===== config.mk =====
export PLATFORM = sky130hd
export DESIGN_NAME = shape_list_pixel_compositor_core
export DESIGN_NICKNAME = d
export VERILOG_FILES = /design/src/rtl/slpc_pkg.sv /design/src/rtl/shape_list_pixel_compositor_core.sv
export VERILOG_INCLUDE_DIRS = /design/src /design/src/rtl
export SDC_FILE = /design/constraint.sdc
export NUM_CORES = 1
export LEC_CHECK = 0
export BUFFER_PORTS_ARGS = -buffer_cell sky130_fd_sc_hd__clkbuf_2
export CAP_MARGIN = 20
export CORE_MARGIN = 2
export CORE_UTILIZATION = 50
export CTS_CLUSTER_SIZE = 24
export DETAILED_ROUTE_END_ITERATION = 12
export PLACE_DENSITY_LB_ADDON = 0.3
export SYNTH_ARGS = -nofsm -noshare
export SYNTH_HDL_FRONTEND = slang
export SYNTH_SLANG_ARGS = --single-unit

===== constraint.sdc =====
create_clock -name clk -period 6.45 [get_ports clk]
set_input_delay 0.645 -clock clk [delete_from_list [all_inputs] [get_ports clk]]
set_output_delay 0.645 -clock clk [all_outputs]
set_load 0.02 [all_outputs]

===== src/rtl/shape_list_pixel_compositor_core_macros.svh =====
// Assertion macros for the shape list pixel compositor.
`ifndef SHAPE_LIST_PIXEL_COMPOSITOR_CORE_MACROS_SVH
`define SHAPE_LIST_PIXEL_COMPOSITOR_CORE_MACROS_SVH

// Same-cycle implication, disabled during reset.
`define SLPC_ASSERT_NOW(label, clk, rst, a, c) \
  label: assert property (@(posedge clk) disable iff (rst) (a) |-> (c)) \
    else $error("slpc assertion failed");

// Next-cycle implication, disabled during reset.
`define SLPC_ASSERT_NEXT(label, clk, rst, a, c) \
  label: assert property (@(posedge clk) disable iff (rst) (a) |=> (c)) \
    else $error("slpc assertion failed");

`endif


===== src/rtl/slpc_pkg.sv =====
// Shared constants and types for the shape list pixel compositor.
package slpc_pkg;

  localparam int MAX_SHAPES_DEF = 16;

  localparam logic [7:0] EMPTY_PIXEL = 8'h2E;

  localparam logic [8:0] CANVAS_ROWS_RST = 9'd64;
  localparam logic [8:0] CANVAS_COLS_RST = 9'd64;

  localparam logic [1:0] OP_ADD = 2'd0;
  localparam logic [1:0] OP_DEL = 2'd1;
  localparam logic [1:0] OP_QRY = 2'd2;

  localparam logic [1:0] KIND_RECT    = 2'd0;
  localparam logic [1:0] KIND_TRI_UP  = 2'd1;
  localparam logic [1:0] KIND_TRI_DN  = 2'd2;
  localparam logic [1:0] KIND_INVALID = 2'd3;

  localparam logic [1:0] ST_OK      = 2'd0;
  localparam logic [1:0] ST_OUTSIDE = 2'd1;
  localparam logic [1:0] ST_INVALID = 2'd2;
  localparam logic [1:0] ST_FULL    = 2'd3;

  localparam logic REG_ROWS = 1'b0;
  localparam logic REG_COLS = 1'b1;

  typedef struct packed {
    logic [1:0] kind;
    logic [7:0] x;
    logic [7:0] y;
    logic [7:0] w;
    logic [7:0] h;
    logic [7:0] brush;
  } shape_t;

endpackage


===== src/rtl/shape_list_pixel_compositor_core.sv =====
// Shape list pixel compositor: shape table, add/delete/query sequencer.
//
// Input channel (s_*): one transfer carries one command; s_tuser holds the
// operation (add, delete, query pixel), s_tdata the shape fields.
// Output channel (m_*): exactly one result transfer per command.
// Configuration: cfg_we writes cfg_data into canvas rows (index 0) or
// canvas columns (index 1); write only while no command is in flight.
// Shapes live in a single-port-read, single-port-write table memory with a
// registered read port. An add checks and writes the shape in its own state;
// an invalid operation, an out-of-range delete, and a query outside the
// canvas or on an empty table go straight to the result state.
// Delete and query walk the table one entry per cycle through the memory
// read port; a delete writes each entry back one slot lower.
// One command is processed at a time; s_tready is high again as soon as a
// result is parked in the output register, even if it is not yet taken.
// If m_tready stays low, the next finished result waits until the output
// register frees up. Reset empties the table and restores a 64 x 64 canvas.
module shape_list_pixel_compositor_core #(
  parameter int MAX_SHAPES = slpc_pkg::MAX_SHAPES_DEF
) (
  input  logic        clk,
  input  logic        rst,
  input  logic        s_tvalid,
  output logic        s_tready,
  // [1:0] shape_kind, [9:2] center_x, [17:10] center_y, [25:18] shape_width,
  // [33:26] shape_height, [41:34] brush_char, [45:42] entry_index, [47:46] zero
  input  logic [47:0] s_tdata,
  // [1:0] operation
  input  logic [1:0]  s_tuser,
  output logic        m_tvalid,
  input  logic        m_tready,
  // [1:0] status, [5:2] new_index, [13:6] pixel_value, [15:14] zero
  output logic [15:0] m_tdata,
  input  logic        cfg_we,
  input  logic        cfg_index,
  input  logic [8:0]  cfg_data
);

  `include "shape_list_pixel_compositor_core_macros.svh"

  localparam int CNT_W = $clog2(MAX_SHAPES + 1);
  localparam int IDX_W = (MAX_SHAPES > 1) ? $clog2(MAX_SHAPES) : 1;
  localparam int CMP_W = (CNT_W > 5) ? CNT_W : 5;

  localparam logic [2:0] S_IDLE = 3'd0;
  localparam logic [2:0] S_ADD  = 3'd1;
  localparam logic [2:0] S_DEL  = 3'd2;
  localparam logic [2:0] S_QRY  = 3'd3;
  localparam logic [2:0] S_DONE = 3'd4;

  logic [2:0]       state;
  logic [CNT_W-1:0] count;
  logic [CNT_W-1:0] ptr;
  logic             rd_valid;
  logic [IDX_W-1:0] wb_addr;
  logic [8:0]       canvas_rows;
  logic [8:0]       canvas_cols;

  slpc_pkg::shape_t in_shape;
  logic [3:0]       in_idx;
  slpc_pkg::shape_t cur;
  slpc_pkg::shape_t rdata;

  logic [1:0] res_status;
  logic [3:0] res_new_index;
  logic [7:0] res_pixel;

  logic [1:0] out_status;
  logic [3:0] out_new_index;
  logic [7:0] out_pixel;
  logic       out_valid;
  logic       out_load;

  slpc_pkg::shape_t mem [MAX_SHAPES];

  logic             mem_we;
  logic [IDX_W-1:0] mem_wa;
  slpc_pkg::shape_t mem_wd;
  logic             rd_issue;
  logic             walk_done;
  logic             accept;
  logic             del_ok;
  logic             q_inside;
  logic [1:0]       chk;
  logic             add_ok;
  logic             hit;

  // input field unpacking
  assign in_shape.kind  = s_tdata[1:0];
  assign in_shape.x     = s_tdata[9:2];
  assign in_shape.y     = s_tdata[17:10];
  assign in_shape.w     = s_tdata[25:18];
  assign in_shape.h     = s_tdata[33:26];
  assign in_shape.brush = s_tdata[41:34];
  assign in_idx         = s_tdata[45:42];

  assign s_tready = (state == S_IDLE);
  assign accept   = s_tvalid && s_tready;
  assign del_ok   = CMP_W'(in_idx) < CMP_W'(count);
  assign q_inside = ({1'b0, in_shape.x} < canvas_cols) && ({1'b0, in_shape.y} < canvas_rows);

  assign m_tvalid = out_valid;
  assign m_tdata  = {2'b00, out_pixel, out_new_index, out_status};
  assign out_load = (state == S_DONE) && (!out_valid || m_tready);

  // add checks on the latched shape
  logic [7:0] half_w;
  logic [7:0] half_h;
  logic       rect_in;
  logic       tri_in;
  assign half_w = cur.w >> 1;
  assign half_h = cur.h >> 1;
  assign rect_in = (cur.x >= half_w) && (cur.y >= half_h) &&
                   (({2'b00, cur.x} + {2'b00, half_w}) < {1'b0, canvas_cols}) &&
                   (({2'b00, cur.y} + {2'b00, half_h}) < {1'b0, canvas_rows});

  always_comb begin
    tri_in = ({1'b0, cur.x} < canvas_cols) && ({1'b0, cur.y} < canvas_rows) &&
             (({1'b0, cur.x} + 9'd1) >= {1'b0, cur.h}) &&
             (({1'b0, cur.x} + {1'b0, cur.h}) <= canvas_cols);
    if (cur.kind == slpc_pkg::KIND_TRI_UP) begin
      tri_in = tri_in && (({1'b0, cur.y} + {1'b0, cur.h}) <= canvas_rows);
    end else begin
      tri_in = tri_in && (({1'b0, cur.y} + 9'd1) >= {1'b0, cur.h});
    end
    case (cur.kind)
      slpc_pkg::KIND_RECT: begin
        if (!rect_in) begin
          chk = slpc_pkg::ST_OUTSIDE;
        end else if (!cur.w[0] || !cur.h[0]) begin
          chk = slpc_pkg::ST_INVALID;
        end else begin
          chk = slpc_pkg::ST_OK;
        end
      end
      slpc_pkg::KIND_TRI_UP, slpc_pkg::KIND_TRI_DN: begin
        chk = tri_in ? slpc_pkg::ST_OK : slpc_pkg::ST_OUTSIDE;
      end
      default: chk = slpc_pkg::ST_INVALID;
    endcase
  end

  assign add_ok = (chk == slpc_pkg::ST_OK) && (CNT_W'(MAX_SHAPES) != count);

  // coverage test of the entry just read against the query pixel
  logic signed [8:0] dxs;
  logic signed [8:0] dys;
  logic signed [8:0] dd;
  logic [7:0]        dx;
  logic [7:0]        dy;
  always_comb begin
    dxs = $signed({1'b0, cur.x}) - $signed({1'b0, rdata.x});
    dys = $signed({1'b0, cur.y}) - $signed({1'b0, rdata.y});
    dx  = dxs[8] ? 8'(-dxs) : dxs[7:0];
    dy  = dys[8] ? 8'(-dys) : dys[7:0];
    dd  = (rdata.kind == slpc_pkg::KIND_TRI_UP) ? dys : -dys;
    if (rdata.kind == slpc_pkg::KIND_RECT) begin
      hit = (dx <= (rdata.w >> 1)) && (dy <= (rdata.h >> 1));
    end else begin
      hit = !dd[8] && (dd[7:0] < rdata.h) && (dx <= dd[7:0]);
    end
  end

  assign rd_issue  = ((state == S_DEL) || (state == S_QRY)) && (ptr < count);
  assign walk_done = !rd_issue && !rd_valid;

  always_comb begin
    mem_we = 1'b0;
    mem_wa = wb_addr;
    mem_wd = rdata;
    if (state == S_ADD) begin
      mem_we = add_ok;
      mem_wa = IDX_W'(count);
      mem_wd = cur;
    end else if (state == S_DEL) begin
      mem_we = rd_valid;
    end
  end

  // table memory
  always_ff @(posedge clk) begin
    if (mem_we) begin
      mem[mem_wa] <= mem_wd;
    end
    if (rd_issue) begin
      rdata <= mem[IDX_W'(ptr)];
    end
  end

  // configuration registers
  always_ff @(posedge clk) begin
    if (rst) begin
      canvas_rows <= slpc_pkg::CANVAS_ROWS_RST;
      canvas_cols <= slpc_pkg::CANVAS_COLS_RST;
    end else if (cfg_we) begin
      case (cfg_index)
        slpc_pkg::REG_ROWS: canvas_rows <= cfg_data;
        slpc_pkg::REG_COLS: canvas_cols <= cfg_data;
        default: ;
      endcase
    end
  end

  // sequencer
  always_ff @(posedge clk) begin
    if (rst) begin
      state     <= S_IDLE;
      count     <= '0;
      ptr       <= '0;
      rd_valid  <= 1'b0;
      out_valid <= 1'b0;
    end else begin
      rd_valid <= rd_issue;
      if (rd_issue) begin
        ptr     <= ptr + 1'b1;
        wb_addr <= IDX_W'(ptr) - 1'b1;
      end
      if (out_load) begin
        out_valid <= 1'b1;
      end else if (m_tready) begin
        out_valid <= 1'b0;
      end
      case (state)
        S_IDLE: begin
          if (accept) begin
            cur           <= in_shape;
            res_new_index <= '0;
            case (s_tuser)
              slpc_pkg::OP_ADD: begin
                res_status <= slpc_pkg::ST_OK;
                res_pixel  <= '0;
                state      <= S_ADD;
              end
              slpc_pkg::OP_DEL: begin
                res_status <= slpc_pkg::ST_OK;
                res_pixel  <= '0;
                if (del_ok) begin
                  ptr   <= CNT_W'(in_idx) + 1'b1;
                  state <= S_DEL;
                end else begin
                  state <= S_DONE;
                end
              end
              slpc_pkg::OP_QRY: begin
                res_status <= slpc_pkg::ST_OK;
                res_pixel  <= slpc_pkg::EMPTY_PIXEL;
                ptr        <= '0;
                if (q_inside && (count != '0)) begin
                  state <= S_QRY;
                end else begin
                  state <= S_DONE;
                end
              end
              default: begin
                res_status <= slpc_pkg::ST_INVALID;
                res_pixel  <= '0;
                state      <= S_DONE;
              end
            endcase
          end
        end
        S_ADD: begin
          if (add_ok) begin
            res_new_index <= 4'(count);
            count         <= count + 1'b1;
          end else if (chk == slpc_pkg::ST_OK) begin
            res_status <= slpc_pkg::ST_FULL;
          end else begin
            res_status <= chk;
          end
          state <= S_DONE;
        end
        S_DEL: begin
          if (walk_done) begin
            count <= count - 1'b1;
            state <= S_DONE;
          end
        end
        S_QRY: begin
          if (rd_valid && hit) begin
            res_pixel <= rdata.brush;
          end
          if (walk_done) begin
            state <= S_DONE;
          end
        end
        S_DONE: begin
          if (out_load) begin
            out_status    <= res_status;
            out_new_index <= res_new_index;
            out_pixel     <= res_pixel;
            state         <= S_IDLE;
          end
        end
        default: state <= S_IDLE;
      endcase
    end
  end

  `SLPC_ASSERT_NOW(a_add_not_full, clk, rst, (state == S_ADD) && mem_we,
    count < CNT_W'(MAX_SHAPES))
  `SLPC_ASSERT_NEXT(a_del_shrinks, clk, rst, (state == S_DEL) && walk_done,
    count == $past(count) - 1'b1)
  `SLPC_ASSERT_NOW(a_walk_bound, clk, rst, (state == S_DEL) || (state == S_QRY),
    ptr <= count)
  `SLPC_ASSERT_NEXT(a_accept_busy, clk, rst, accept, !s_tready)

endmodule

After elaboration in Yosys (flattened, before gate mapping)
Memory sizes are Yosys's and may differ from the RTL's. A register that Yosys moved wholly into a read port is not among the register bits.
Index checks and enable logic that the tools add are counted.
{ "totals": {"regBits": 107, "latchBits": 0, "input_bits": 65, "word_cells": 168, "romBits": 0, "ramBits": 672, "out_inout_bits": 18, "n_memories": 1} }
{ "memory_table": {"columns": ["name", "words", "width", "rd", "rd_clocked_by_memory_dff", "wr", "line", "text"], "rows": [
  ["mem", 16, 42, 1, 1, 1, "shape_list_pixel_compositor_core.sv:74", "slpc_pkg::shape_t mem [MAX_SHAPES];"]
]} }
{ "classes": {"n_div": 0, "eq_ne": 17, "mux": 44, "n_lt_le_gt_ge": 18, "n_addsub": 15, "n_reduce_logical": 51, "bitwise": 2, "shifts": 0, "mul": 0} }
{ "ops": {"columns": ["op", "count"], "rows": [
  ["42-bit 2-to-1 mux", 1],
  ["8-bit by 9-bit less-than comparator with 1-bit output", 4],
  ["8-bit 2-to-1 mux", 4],
  ["5-bit 2-to-1 mux", 6],
  ["5-bit case mux with 2 select lines", 2],
  ["1-bit logical AND", 19],
  ["8-bit by 1-bit adder with 9-bit output, second input constant", 2],
  ["8-bit by 7-bit adder with 9-bit output", 2],
  ["8-bit by 8-bit adder with 9-bit output", 2],
  ["9-bit by 8-bit greater-or-equal comparator with 1-bit output", 2],
  ["9-bit <= comparator", 2],
  ["9-bit less-than comparator", 2],
  ["8-bit by 8-bit subtractor with 9-bit output", 2],
  ["8-bit by 7-bit greater-or-equal comparator with 1-bit output", 2],
  ["8-bit by 7-bit <= comparator with 1-bit output", 2],
  ["8-bit case mux with 2 select lines", 1],
  ["3-bit 2-to-1 mux", 5],
  ["2-bit 2-to-1 mux", 6],
  ["4-bit 2-to-1 mux", 3],
  ["3-bit case mux with 4 select lines", 1],
  ["3-bit AND reduction", 4],
  ["4-bit AND reduction", 3],
  ["5-bit by 1-bit adder with 5-bit output, second input constant", 2],
  ["1-bit 2-to-1 mux", 9],
  ["other kinds (32)", 59]
]} }

Longest topological paths before layout
Gate-level depths: netlist (run 1).
{ "logic_depth": {"ltp_word": 13, "depth_mapped": 20, "depth_no_buf": 20} }

Least setup slack after synthesis (run 1)
No wires, ideal clock.
{ "synth_path": {"kind": "register to register", "start": "register cur[33] in the netlist's numbering", "end": "memory mem[7][0] in the netlist's numbering, enable pin", "stages_incl_launch_ff": 20, "setup_slack_ps": -658, "path_buffers": 1, "arrival_ps": 6606, "required_time_ps": 5949, "synth_period_minus_slack_ps": 7108, "setup_ps": 501, "cell_sequence": "edfxtp_1 > inv_1 > fa_1 > o21bai_1 > a21oi_1 > nor2_1 > nor2_1 > nor2_1 > nor2_1 > nor2_1 > o21a_1 > ha_1 > a22o_1 > nor4_1 > o221ai_1 > o311a_1 > a211oi_4 > a22oi_4 > buf_6 > a211oi_1"} }
{ "synth_via": {"elab_chain_len": 13, "elab_cells_between_ends": 25, "classes_between": "add/sub (3); order compare (5); mux (7); reduce/logical (10)"} }
{ "synth_rtl": {"columns": ["element", "line", "text"], "rows": [
  ["from (decl)", "shape_list_pixel_compositor_core.sv:61", "slpc_pkg::shape_t cur;"],
  ["from (signal assigned)", "shape_list_pixel_compositor_core.sv:226", "cur <= in_shape;"],
  ["8-bit by 1-bit adder with 9-bit output / 8-bit by 9-bit less-than comparator with 1-bit output (equally long branches)", "shape_list_pixel_compositor_core.sv:119, shape_list_pixel_compositor_core.sv:118", null],
  ["9-bit by 8-bit greater-or-equal comparator with 1-bit output / 1-bit logical AND (equally long branches)", "shape_list_pixel_compositor_core.sv:119, shape_list_pixel_compositor_core.sv:118", null],
  ["1-bit logical AND", "shape_list_pixel_compositor_core.sv:118", "tri_in = ({1'b0, cur.x} < canvas_cols) && ({1'b0, cur.y} < canvas_rows) &&"],
  ["1-bit logical AND", "shape_list_pixel_compositor_core.sv:119", "(({1'b0, cur.x} + 9'd1) >= {1'b0, cur.h}) &&"],
  ["1-bit logical AND (on tied branches)", "shape_list_pixel_compositor_core.sv:124, shape_list_pixel_compositor_core.sv:122", null],
  ["1-bit 2-to-1 mux", "shape_list_pixel_compositor_core.sv:121", "if (cur.kind == slpc_pkg::KIND_TRI_UP) begin"],
  ["1-bit 2-to-1 mux", "shape_list_pixel_compositor_core.sv:137", "chk = tri_in ? slpc_pkg::ST_OK : slpc_pkg::ST_OUTSIDE;"],
  ["2-bit case mux with 2 select lines *", "shape_list_pixel_compositor_core.sv:126", "case (cur.kind)"],
  ["2-bit logical NOT *", "shape_list_pixel_compositor_core.sv:143", "assign add_ok = (chk == slpc_pkg::ST_OK) && (CNT_W'(MAX_SHAPES) != count);"],
  ["1-bit logical AND *", "shape_list_pixel_compositor_core.sv:143", null],
  ["1-bit 2-to-1 mux *", "shape_list_pixel_compositor_core.sv:171", "if (state == S_ADD) begin"],
  ["1-bit 2-to-1 mux *", "shape_list_pixel_compositor_core.sv:182", "if (mem_we) begin"],
  ["1-bit 2-to-1 mux (implied by the code) *", "shape_list_pixel_compositor_core.sv:183", "mem[mem_wa] <= mem_wd;"],
  ["to (decl)", "shape_list_pixel_compositor_core.sv:74", null]
]} }
Mark *: on every way between the ends. The rest lies on a longest branch, timed or not.

Worst setup path after layout (run 1)
{ "layout_path": {"start": "register cur[32] in the netlist's numbering", "end": "register res_pixel[2], enable pin"} }
{ "layout_via": {"elab_chain_len": 9, "elab_cells_between_ends": 11, "classes_between": "add/sub (2); order compare (2); eq/ne (1); mux (2); reduce/logical (4)"} }
{ "layout_rtl": {"columns": ["element", "line", "text"], "rows": [
  ["8-bit by 8-bit subtractor with 9-bit output *", "shape_list_pixel_compositor_core.sv:152", "dxs = $signed({1'b0, cur.x}) - $signed({1'b0, rdata.x});"],
  ["8-bit negation", "shape_list_pixel_compositor_core.sv:154", "dx = dxs[8] ? 8'(-dxs) : dxs[7:0];"],
  ["8-bit 2-to-1 mux *", "shape_list_pixel_compositor_core.sv:154", null],
  ["8-bit <= comparator / 8-bit by 7-bit <= comparator with 1-bit output (equally long branches)", "shape_list_pixel_compositor_core.sv:160, shape_list_pixel_compositor_core.sv:158", null],
  ["1-bit logical AND (on tied branches)", "shape_list_pixel_compositor_core.sv:160, shape_list_pixel_compositor_core.sv:158", null],
  ["1-bit 2-to-1 mux *", "shape_list_pixel_compositor_core.sv:157", "if (rdata.kind == slpc_pkg::KIND_RECT) begin"],
  ["1-bit logical AND *", "shape_list_pixel_compositor_core.sv:280", "if (rd_valid && hit) begin"],
  ["2-bit by 1-bit != test with 1-bit output (no line) *", null, null],
  ["4-bit AND reduction (no line) *", null, null],
  ["to (signal assigned)", "shape_list_pixel_compositor_core.sv:246", "res_pixel <= slpc_pkg::EMPTY_PIXEL;"],
  ["to (signal assigned)", "shape_list_pixel_compositor_core.sv:281", "res_pixel <= rdata.brush;"],
  ["to (decl)", "shape_list_pixel_compositor_core.sv:66", "logic [7:0] res_pixel;"]
]} }
Marks and branches as above.
A chain may end at the register's enable or synchronous reset.

==> results of run 1 <==
cell families (layout without fill, tap and decap cells):
kind of cell / after synthesis / in the layout / synth area share [%]
DFF: 804 / 804 / 66.26
and+or+nand+nor: 377 / 377 / 4.954
AOI/OAI and AO/OA: 268 / 268 / 4.815
muxes: 211 / 211 / 13.03
adders and majority gates: 196 / 196 / 6.970
buffers and inverters: 195 / 410 / 2.103
xor gates and xnor gates: 76 / 76 / 1.852
other: 1 / 2 / 0.01043
synthesized netlist by cell type (all sizes together) (3+ instances only):
master	number	area, µm²
a2111oi	6	58.80
a211o	4	35.03
a211oi	8	77.57
a21o	21	157.7
a21oi	77	389.1
a221oi	3	26.28
a31oi	11	68.82
and2	7	43.79
and3	10	62.56
buf	29	132.6
clkbuf	48	180.2
dfxtp	33	660.6
edfxtp	771	23150
fa	7	140.1
ha	189	2365
inv	118	442.9
mux2	5	56.30
mux4	205	4617
nand2	136	510.5
nand2b	23	143.9
nand3	36	180.2
nand3b	6	45.04
nand4	14	87.58
nor2	77	289.0
nor2b	11	68.82
nor3	30	150.1
nor3b	12	90.09
o211ai	4	30.03
o21a	7	52.55
o21ai	72	360.4
o21bai	15	112.6
o221ai	3	26.28
o22ai	4	25.02
o31ai	4	30.03
or2	4	25.02
or3	4	25.02
xnor2	49	429.2
xor2	27	236.5
cell type report:
cell class	instances	share of cell area, %
Tap cell	950	2.932
Sequential cell	804	58.77
Inverter	118	1.093
Timing Repair Buffer	144	2.753
Multi-Input combinational cell	1130	28.36
Clock inverter	43	0.8179
Clock buffer	105	5.275
path summary, 6_finish.rpt:
path	slack, ns	startpoint	cells past startpoint	to
max	0.76	cur[32]	21	res_pixel[2]
min	0.18	s_tdata[28]	1	cur[10]
min reg2reg	0.42	res_new_index[2]	0	out_new_index[2]
max reg2reg	0.76	cur[32]	21	res_pixel[2]
flip-flops by register name, indices dropped and copies added (netlist names), 3 cells and up:
signal / cells
canvas_cols: 9
canvas_rows: 9
count: 5
cur: 42
mem: 656
out_new_index: 4
out_pixel: 8
ptr: 5
rdata: 41
res_new_index: 4
res_pixel: 8
state: 3
wb_addr: 4
metal layers:
| metal | vias up | share of wire [%] | global-route usage [%] |
|---|---|---|---|
| met5 | - | 0 | 0 |
| met1 | 10210 | 41 | 32.82 |
| met4 | 0 | 2.6 | 7.519 |
| li1 | 8688 | - | - |
| met3 | 148 | 7.7 | 3.138 |
| met2 | 819 | 49 | 39.30 |
critical path: cells and delay by family (launching register included):
family,cells,cell delay (ns)
compound gates,7,1.97
flops,1,0.36
xor+xnor,1,0.25
simple gates,6,1.20
buf+inv,3,0.36
fa+ha+maj,3,0.88
mux,1,0.28
where the power goes:
part,leakage [nW],internal (mW),switching (mW)
registers,7.23,5.72,0.0488
clock network,1.21,2.47,1.96
logic,5.24,0.309,0.426
total,13.7,8.50,2.43
metrics by stage:
stage,hold slack [ns],std cells,power (mW)
floorplan,0.4003,2129,6.376
global placement,0.4052,3144,6.577
detailed placement,0.4071,3146,6.608
CTS,0.1566,3294,11.01
global route,0.1695,3294,11.30
finish,0.1774,3294,10.93
==> flow_metrics.py, run 1 <==
metrics = {
    "status": {
        "status": "finished clean",
    },
    "timing": {
        "max_freq_ghz": 0.1758,
        "worst_pin_slew_ns": 1.184,
        "finalSetupViolCount": 0,
        "fin_crit_ns": 5.688,
        "fin_worst_skew_ns": 0.02527,
        "setup_ws_ns": 0.7620,
        "rsz0062_at_grt": "no",
        "setup_tns_ns": 0,
        "maxSlewHeadroom_pct": 20.79,
        "finalMaxSlewViolations": 0,
        "period_share_pct": 88.19,
        "hold_viol": 0,
    },
    "setup_path": {
        "crit_slowest_cell": "nand3_1",
        "cp.arrival_ns": 5.95,
        "required_ns": 6.71,
        "crit_chain": "buf_4 > inv_1 > ha_1 > inv_1 > fa_1 > a211oi_1 > o21ai_0 > a21oi_1 > nor2_1 > nor2_1 > nand2_1 > xnor2_1 > ha_1 > a21o_1 > a21oi_1 > nand2_1 > a221o_1 > a2111oi_2 > nand3_1 > mux2_2 > nand3_1",
        "slowest_delay_ns": 0.56,
        "worstSetupEndpointType": "flop",
        "path_max_fanout": 8,
        "worst_setup_path_start_kind": "flop",
        "criticalPathCategory": "reg2reg",
    },
    "routing": {
        "detail-route-antenna-nets": 0,
        "vias": 19865,
        "wirelength_um": 86040,
        "drt-vias-per-instance": 6.031,
        "wl_per_cell_um": 26.12,
        "drtIter0Drc": 2058,
        "drt-pass1-iter-count": 5,
        "drt_drc_violations_left": 0,
    },
    "placement": {
        "place_worst_setup_slack_ns": 0.9036,
        "hpwl_um": 48960,
        "globalplace.congestion": 0.9228,
        "place_area_mm2": 0.03807,
        "port_buffers": 78,
    },
    "logic_synthesis": {
        "synth.avg_cell_area_um2": 16.89,
        "ys_ff_latch": 804,
        "synth_warnings": 0,
        "synth_flop_cell": "edfxtp_1",
        "synth_cell_type_count": 75,
        "synth_enable_flop_cells": 771,
        "seq_area_frac_synth_pct": 66.26,
        "postSynthCellCount": 2128,
        "ys_async_sr_fraction_pct": 0,
        "syn-cell-area_mm2": 0.03594,
    },
    "die": {
        "core_area_mm2": 0.07136,
        "initial_core_util_pct": 50.36,
        "rows": 98,
        "num_io_pins": 83,
        "dieArea_mm2": 0.07404,
        "die_h_um": 272.1,
        "die_w_um": 272.1,
    },
    "cts": {
        "holdBufCountCts": 0,
        "ctsLongestPathBuffers": 3,
        "clock_latency_ns": 0.65,
        "cts_made_buffers": 80,
        "htree_levels": 3,
        "clock-sinks": 804,
        "post_cts_buffers": 0,
        "cts_root_buf": "clkbuf_16",
        "ctsResizeCount": 0,
        "cts.clk_slew.worst_paths_ns": 0.07,
        "tritoncts": "built",
    },
    "power_and_ir_drop": {
        "powerDensity_mw_per_mm2": 269.7,
        "ir_drop_v": 0.0002069,
        "p_leak_nw": 13.67,
    },
    "finish": {
        "regArea_mm2": 0.02383,
        "antenna_cells": 0,
        "drive_above_1_share_pct": 21.33,
        "multi_input_area_mm2": 0.01150,
        "n_fill_cell": 5417,
        "final_common_cell": "edfxtp_1",
        "mostFrequentLayoutCells": "edfxtp_1 (771), mux4_2 (205), ha_1 (189), nand2_1 (136), inv_1 (118)",
        "final_core_util_pct": 56.81,
        "layout.nets": 2539,
        "syn2layout_area_growth_pct": 12.81,
        "fin_area_mm2": 0.04054,
    },
    "global_route": {
        "antenna_found_initial": 2,
        "overflow": 0,
        "grt_max_degree": 112,
        "grt_pass1_vias": 20442,
        "grt_first_pass_wirelength_um": 128800,
        "track_usage_pct": 23.67,
    },
    "worst_hold_path": {
        "hold_class": "in2reg",
    },
    "job": {
        "max_cap_viol_count": 0,
    },
}
(Power assumes the default switching activity.)
==> run 2: changes to the inputs <==
- clock period: 6.45 -> 7.38 ns (I/O delays scaled with it)
==> run 2 against run 1 <==
- critical path depth is 1 lower
- via count hardly changed
- combinational power is 13% lower
- sequential power is 12% lower
- core utilization is 0.13 points lower
- clock-buffer cell count is 2 lower
- global-route usage is 0.25 points higher
- cell count hardly changed
- worst hold slack better by 0.099 ns
- clock power is 8.8% lower
- clock skew is 0.00077 ns higher
- register-to-register slack better by 0.82 ns
==> flow_metrics.py, run 2 (same netlist as run 1, synthesis figures left out) <==
metrics = {
    "status": {
        "status": "finished clean",
    },
    "finish": {
        "antenna_cells": 0,
        "largest_reg_flops": 656,
        "mostFrequentLayoutCells": "edfxtp_1 (771), mux4_2 (205), ha_1 (189), nand2_1 (136), inv_1 (118)",
        "drive_above_1_share_pct": 21.73,
        "syn2layout_area_growth_pct": 12.54,
        "final_common_cell": "edfxtp_1",
        "layout.nets": 2536,
        "top_register": "mem",
        "largest_registers": "mem: 656 flops, cur: 42 flops, rdata: 41 flops",
        "fin_area_mm2": 0.04045,
    },
    "timing": {
        "finalSetupViolCount": 0,
        "period_share_pct": 78.51,
        "timing.hold.ws_ns": 0.2765,
        "setup_tns_ns": 0,
        "hold_viol": 0,
        "fin_crit_ns": 5.794,
        "finalMaxSlewViolations": 0,
        "rsz0062_at_grt": "no",
        "worst_pin_slew_ns": 1.158,
        "max_freq_ghz": 0.1726,
        "maxSlewHeadroom_pct": 22.70,
        "fin_worst_skew_ns": 0.02604,
    },
    "routing": {
        "drt_drc_violations_left": 0,
        "drtIter0Drc": 1956,
        "wirelength_um": 86910,
        "detail-route-antenna-nets": 0,
        "vias": 19875,
        "drt-pass1-iter-count": 7,
        "drt-vias-per-instance": 6.037,
        "wl_per_cell_um": 26.40,
    },
    "placement": {
        "port_buffers": 78,
        "place_area_mm2": 0.03781,
        "hpwl_um": 48640,
        "globalplace.congestion": 0.8912,
    },
    "cts": {
        "ctsLongestPathBuffers": 3,
        "clock-sinks": 804,
        "ctsResizeCount": 0,
        "holdBufCountCts": 0,
        "post_cts_buffers": 0,
        "cts_made_buffers": 83,
        "cts_root_buf": "clkbuf_16",
        "htree_levels": 3,
        "tritoncts": "built",
        "clock_latency_ns": 0.64,
        "cts.clk_slew.worst_paths_ns": 0.06,
    },
    "die": {
        "dieArea_mm2": 0.07404,
        "die_w_um": 272.1,
        "core_area_mm2": 0.07136,
        "initial_core_util_pct": 50.36,
        "num_io_pins": 83,
        "die_h_um": 272.1,
        "rows": 98,
    },
    "job": {
        "max_cap_viol_count": 0,
    },
    "setup_path": {
        "cp.arrival_ns": 6.05,
        "criticalPathCategory": "reg2reg",
        "required_ns": 7.64,
        "path_max_fanout": 8,
        "worstSetupEndpointType": "flop",
        "worst_setup_path_start_kind": "flop",
    },
    "global_route": {
        "track_usage_pct": 23.92,
        "overflow": 0,
        "grt_max_degree": 92,
        "grt_pass1_vias": 20488,
        "antenna_found_initial": 0,
        "grt_first_pass_wirelength_um": 129800,
    },
    "power_and_ir_drop": {
        "p_leak_nw": 13.66,
        "intPower_mw": 7.560,
        "pwr-share-seq_pct": 51.9,
        "combPwrFrac_pct": 6.6,
        "power_frac_clock_pct": 41.6,
        "swShare_pct": 22.30,
        "powerDensity_mw_per_mm2": 240.6,
        "power.switching_mw": 2.170,
        "ir_drop_v": 0.0001964,
    },
    "worst_hold_path": {
        "hold_class": "in2reg",
    },
}
## run 2: worst paths after layout
kind | from | end | slack, ns | cells after the start
max | cur[32] | res_pixel[1] | 1.59 | 20
min | s_tdata[36] | cur[2] | 0.28 | 1
max reg2reg | cur[32] | res_pixel[1] | 1.59 | 20
min reg2reg | res_new_index[0] | out_new_index[0] | 0.42 | 0
## run 2: routing by layer
layer  wire, µm  part of all wire (%)  up-vias  track usage [%]
li1           -                     -     8689                -
met1      36200                    42    10260            33.22
met2      41760                    48      776            38.78
met3       6037                   6.9      150            3.465
met4       2903                   3.3        0            9.023
met5          0                     0        -                0
## run 2: area by class of cell
cell class | count | area [µm²]
clock buffer | 103 | 2173
clock inverter | 49 | 464.2
fill | 5392 | 30920
inverter | 118 | 442.9
multi-input combinational | 1130 | 11490
sequential | 804 | 23830
tap | 950 | 1189
timing repair buffer | 138 | 863.3
## run 2: worst max-delay path: stages (launching register included)
cell	delay, ns
edfxtp_1	0.56
inv_1	0.23
ha_1	0.19
inv_1	0.05
fa_1	0.40
a211oi_1	0.39
o21ai_0	0.16
a21oi_1	0.20
nor2_1	0.06
nor2_1	0.26
nand2_1	0.11
xnor2_1	0.25
ha_1	0.29
and3_1	0.21
o21ai_0	0.08
nand2_1	0.07
a221o_1	0.30
a2111oi_2	0.51
nand3_1	0.13
mux2_2	0.27
nand3_1	0.68
## run 2: through the flow
stage          utilization (%)  power, mW  worst slack [ns]  instances
3_5_place_dp             52.98      5.774             1.631       3140
2_1_floorplan                -      5.573            0.2722       2129
5_1_grt                  56.67      10.06             1.037       3292
6_report                 56.67      9.730             1.586       3292
3_3_place_gp             52.97      5.749             1.645       3139
4_1_cts                  56.67      9.798             1.587       3292
## run 2: power by group through the flow
stage	clock network [mW]	logic, mW	registers (mW)
after floorplan	0	0.453	5.12
after global placement	0	0.607	5.14
after detailed placement	0	0.633	5.14
after CTS	4.12	0.637	5.05
after global routing	4.29	0.720	5.05
final	4.04	0.640	5.05
==> run 3: changes to the inputs <==
- clock period: 7.38 -> 6.1 ns (I/O delays scaled with it)
==> run 3 against run 2 <==
- routed wire length down 1.2%
- die area unchanged
- core utilization up 0.60 points
- cell area up 1.1%
- worst hold slack worse by 0.13 ns
- sequential share of layout area down 0.62 points
- clock-buffer cell count down 7
- clock power up 28%
- fmax up 5.7%
- critical path type unchanged
- highest routed layer unchanged
==> flow_metrics.py, run 3 (same netlist as run 1, synthesis figures left out) <==
metrics = {
    "routing": {
        "wl_per_cell_um": 26.04,
        "drt-vias-per-instance": 6.028,
        "vias": 19874,
        "drtIter0Drc": 1963,
        "drt_drc_violations_left": 0,
        "drt-pass1-iter-count": 7,
        "wirelength_um": 85840,
        "detail-route-antenna-nets": 0,
    },
    "job": {
        "max_cap_viol_count": 0,
    },
    "power_and_ir_drop": {
        "power_frac_clock_pct": 43.0,
        "p_leak_nw": 13.84,
        "pwr-share-seq_pct": 50.6,
        "ir_drop_v": 0.0002045,
        "combPwrFrac_pct": 6.5,
        "intPower_mw": 9.432,
        "powerDensity_mw_per_mm2": 295.1,
        "swShare_pct": 21.80,
        "power.switching_mw": 2.629,
    },
    "finish": {
        "final_common_cell": "edfxtp_1",
        "antenna_cells": 0,
        "syn2layout_area_growth_pct": 13.75,
        "largest_reg_flops": 656,
        "final_core_util_pct": 57.28,
        "n_fill_cell": 5401,
        "layout.nets": 2544,
        "drive_above_1_share_pct": 21.99,
        "largest_registers": "mem: 656 flops, cur: 42 flops, rdata: 41 flops",
        "instances_no_fill": 3297,
        "top_register": "mem",
        "mostFrequentLayoutCells": "edfxtp_1 (771), mux4_2 (205), ha_1 (189), nand2_1 (136), inv_1 (118)",
    },
    "timing": {
        "setup_ws_ns": 0.6194,
        "fin_worst_skew_ns": 0.02906,
        "maxSlewHeadroom_pct": 30.10,
        "fin_crit_ns": 5.481,
        "hold_viol": 0,
        "setup_tns_ns": 0,
        "max_freq_ghz": 0.1825,
        "timing.hold.ws_ns": 0.1430,
        "period_share_pct": 89.85,
        "finalMaxSlewViolations": 0,
        "worst_pin_slew_ns": 1.047,
        "rsz0062_at_grt": "no",
        "finalSetupViolCount": 0,
    },
    "cts": {
        "clock-sinks": 804,
        "cts_root_buf": "clkbuf_16",
        "post_cts_buffers": 0,
        "cts.clk_slew.worst_paths_ns": 0.06,
        "ctsResizeCount": 0,
        "holdBufCountCts": 0,
        "tritoncts": "built",
        "cts_made_buffers": 82,
        "htree_levels": 3,
        "ctsLongestPathBuffers": 3,
        "clock_latency_ns": 0.64,
    },
    "setup_path": {
        "criticalPathCategory": "reg2reg",
        "worst_setup_path_start_kind": "flop",
        "path_max_fanout": 8,
        "r2r_cells": 21,
        "worstSetupEndpointType": "flop",
        "required_ns": 6.43,
        "crit_slowest_cell": "a2111oi_2",
        "cp.arrival_ns": 5.81,
        "slowest_delay_ns": 0.57,
        "crit_chain": "inv_1 > ha_1 > inv_1 > fa_1 > a211oi_1 > o21ai_0 > a21oi_1 > nor2_1 > nor2_1 > nand2_1 > xnor2_1 > ha_1 > a21o_1 > a21oi_1 > nand2_1 > a221o_1 > a2111oi_2 > nand3_1 > mux2_2 > nand3_1 > buf_4",
        "reg2reg_setup_slack_ns": 0.62,
    },
    "placement": {
        "place_worst_setup_slack_ns": 0.7121,
        "dp_cells": 3149,
        "globalplace.congestion": 0.8954,
        "port_buffers": 78,
        "hpwl_um": 48980,
    },
    "global_route": {
        "overflow": 0,
        "track_usage_pct": 23.56,
        "grt_pass1_vias": 20334,
        "grt_max_degree": 121,
        "grt_first_pass_wirelength_um": 128200,
        "antenna_found_initial": 0,
    },
    "die": {
        "num_io_pins": 83,
        "die_w_um": 272.1,
        "rows": 98,
        "core_area_mm2": 0.07136,
        "dieArea_mm2": 0.07404,
        "initial_core_util_pct": 50.36,
        "die_h_um": 272.1,
    },
    "status": {
        "status": "finished clean",
    },
    "worst_hold_path": {
        "min_path_cells": 1,
        "hold_class": "in2reg",
    },
}
run 3: final timing paths:
| check | start | end |
|---|---|---|
| min | s_tdata[37] | cur[3] |
| max | cur[32] | res_pixel[4] |
| max reg2reg | cur[32] | res_pixel[4] |
| min reg2reg | res_pixel[1] | out_pixel[1] |
run 3: metrics by stage:
stage               area, µm²  total power [mW]
finish                  40880             12.06
global route            40880             12.44
CTS                     40880             12.16
detailed placement      38090             6.989
global placement        38050             6.955
floorplan               35960             6.742
run 3: power by group through the flow:
stage	sequential, mW	clock (mW)	combinational (mW)
floorplan	6.19	0	0.548
CTS	6.10	5.28	0.781
global placement	6.21	0	0.741
detailed placement	6.21	0	0.774
global route	6.10	5.47	0.873
finish	6.10	5.18	0.780
run 3: final cells by class:
cell class / count / area [µm²] / share of cell area, %
Clock inverter: 52 / 683.2 / 1.671
Inverter: 118 / 442.9 / 1.084
Clock buffer: 96 / 2105 / 5.148
Sequential cell: 804 / 23830 / 58.29
Multi-Input combinational cell: 1130 / 11500 / 28.13
Tap cell: 950 / 1189 / 2.908
Timing Repair Buffer: 147 / 1135 / 2.776
run 3: worst max-delay path: cells and delay by family (launching register included):
kind / cells / cell delay [ns]
compound gates: 7 / 1.97
xor+xnor: 1 / 0.27
fa+ha+maj: 3 / 0.89
buf+inv: 3 / 0.50
flops: 1 / 0.55
mux: 1 / 0.28
simple gates: 6 / 0.72
run 3: routing by layer:
layer / vias to the layer above / GRT usage [%] / share of wire [%]
met2: 771 / 39.14 / 49
met4: 0 / 8.531 / 3.3
met1: 10241 / 31.99 / 41
li1: 8697 / - / -
met3: 165 / 3.412 / 6.7
met5: - / 0 / 0
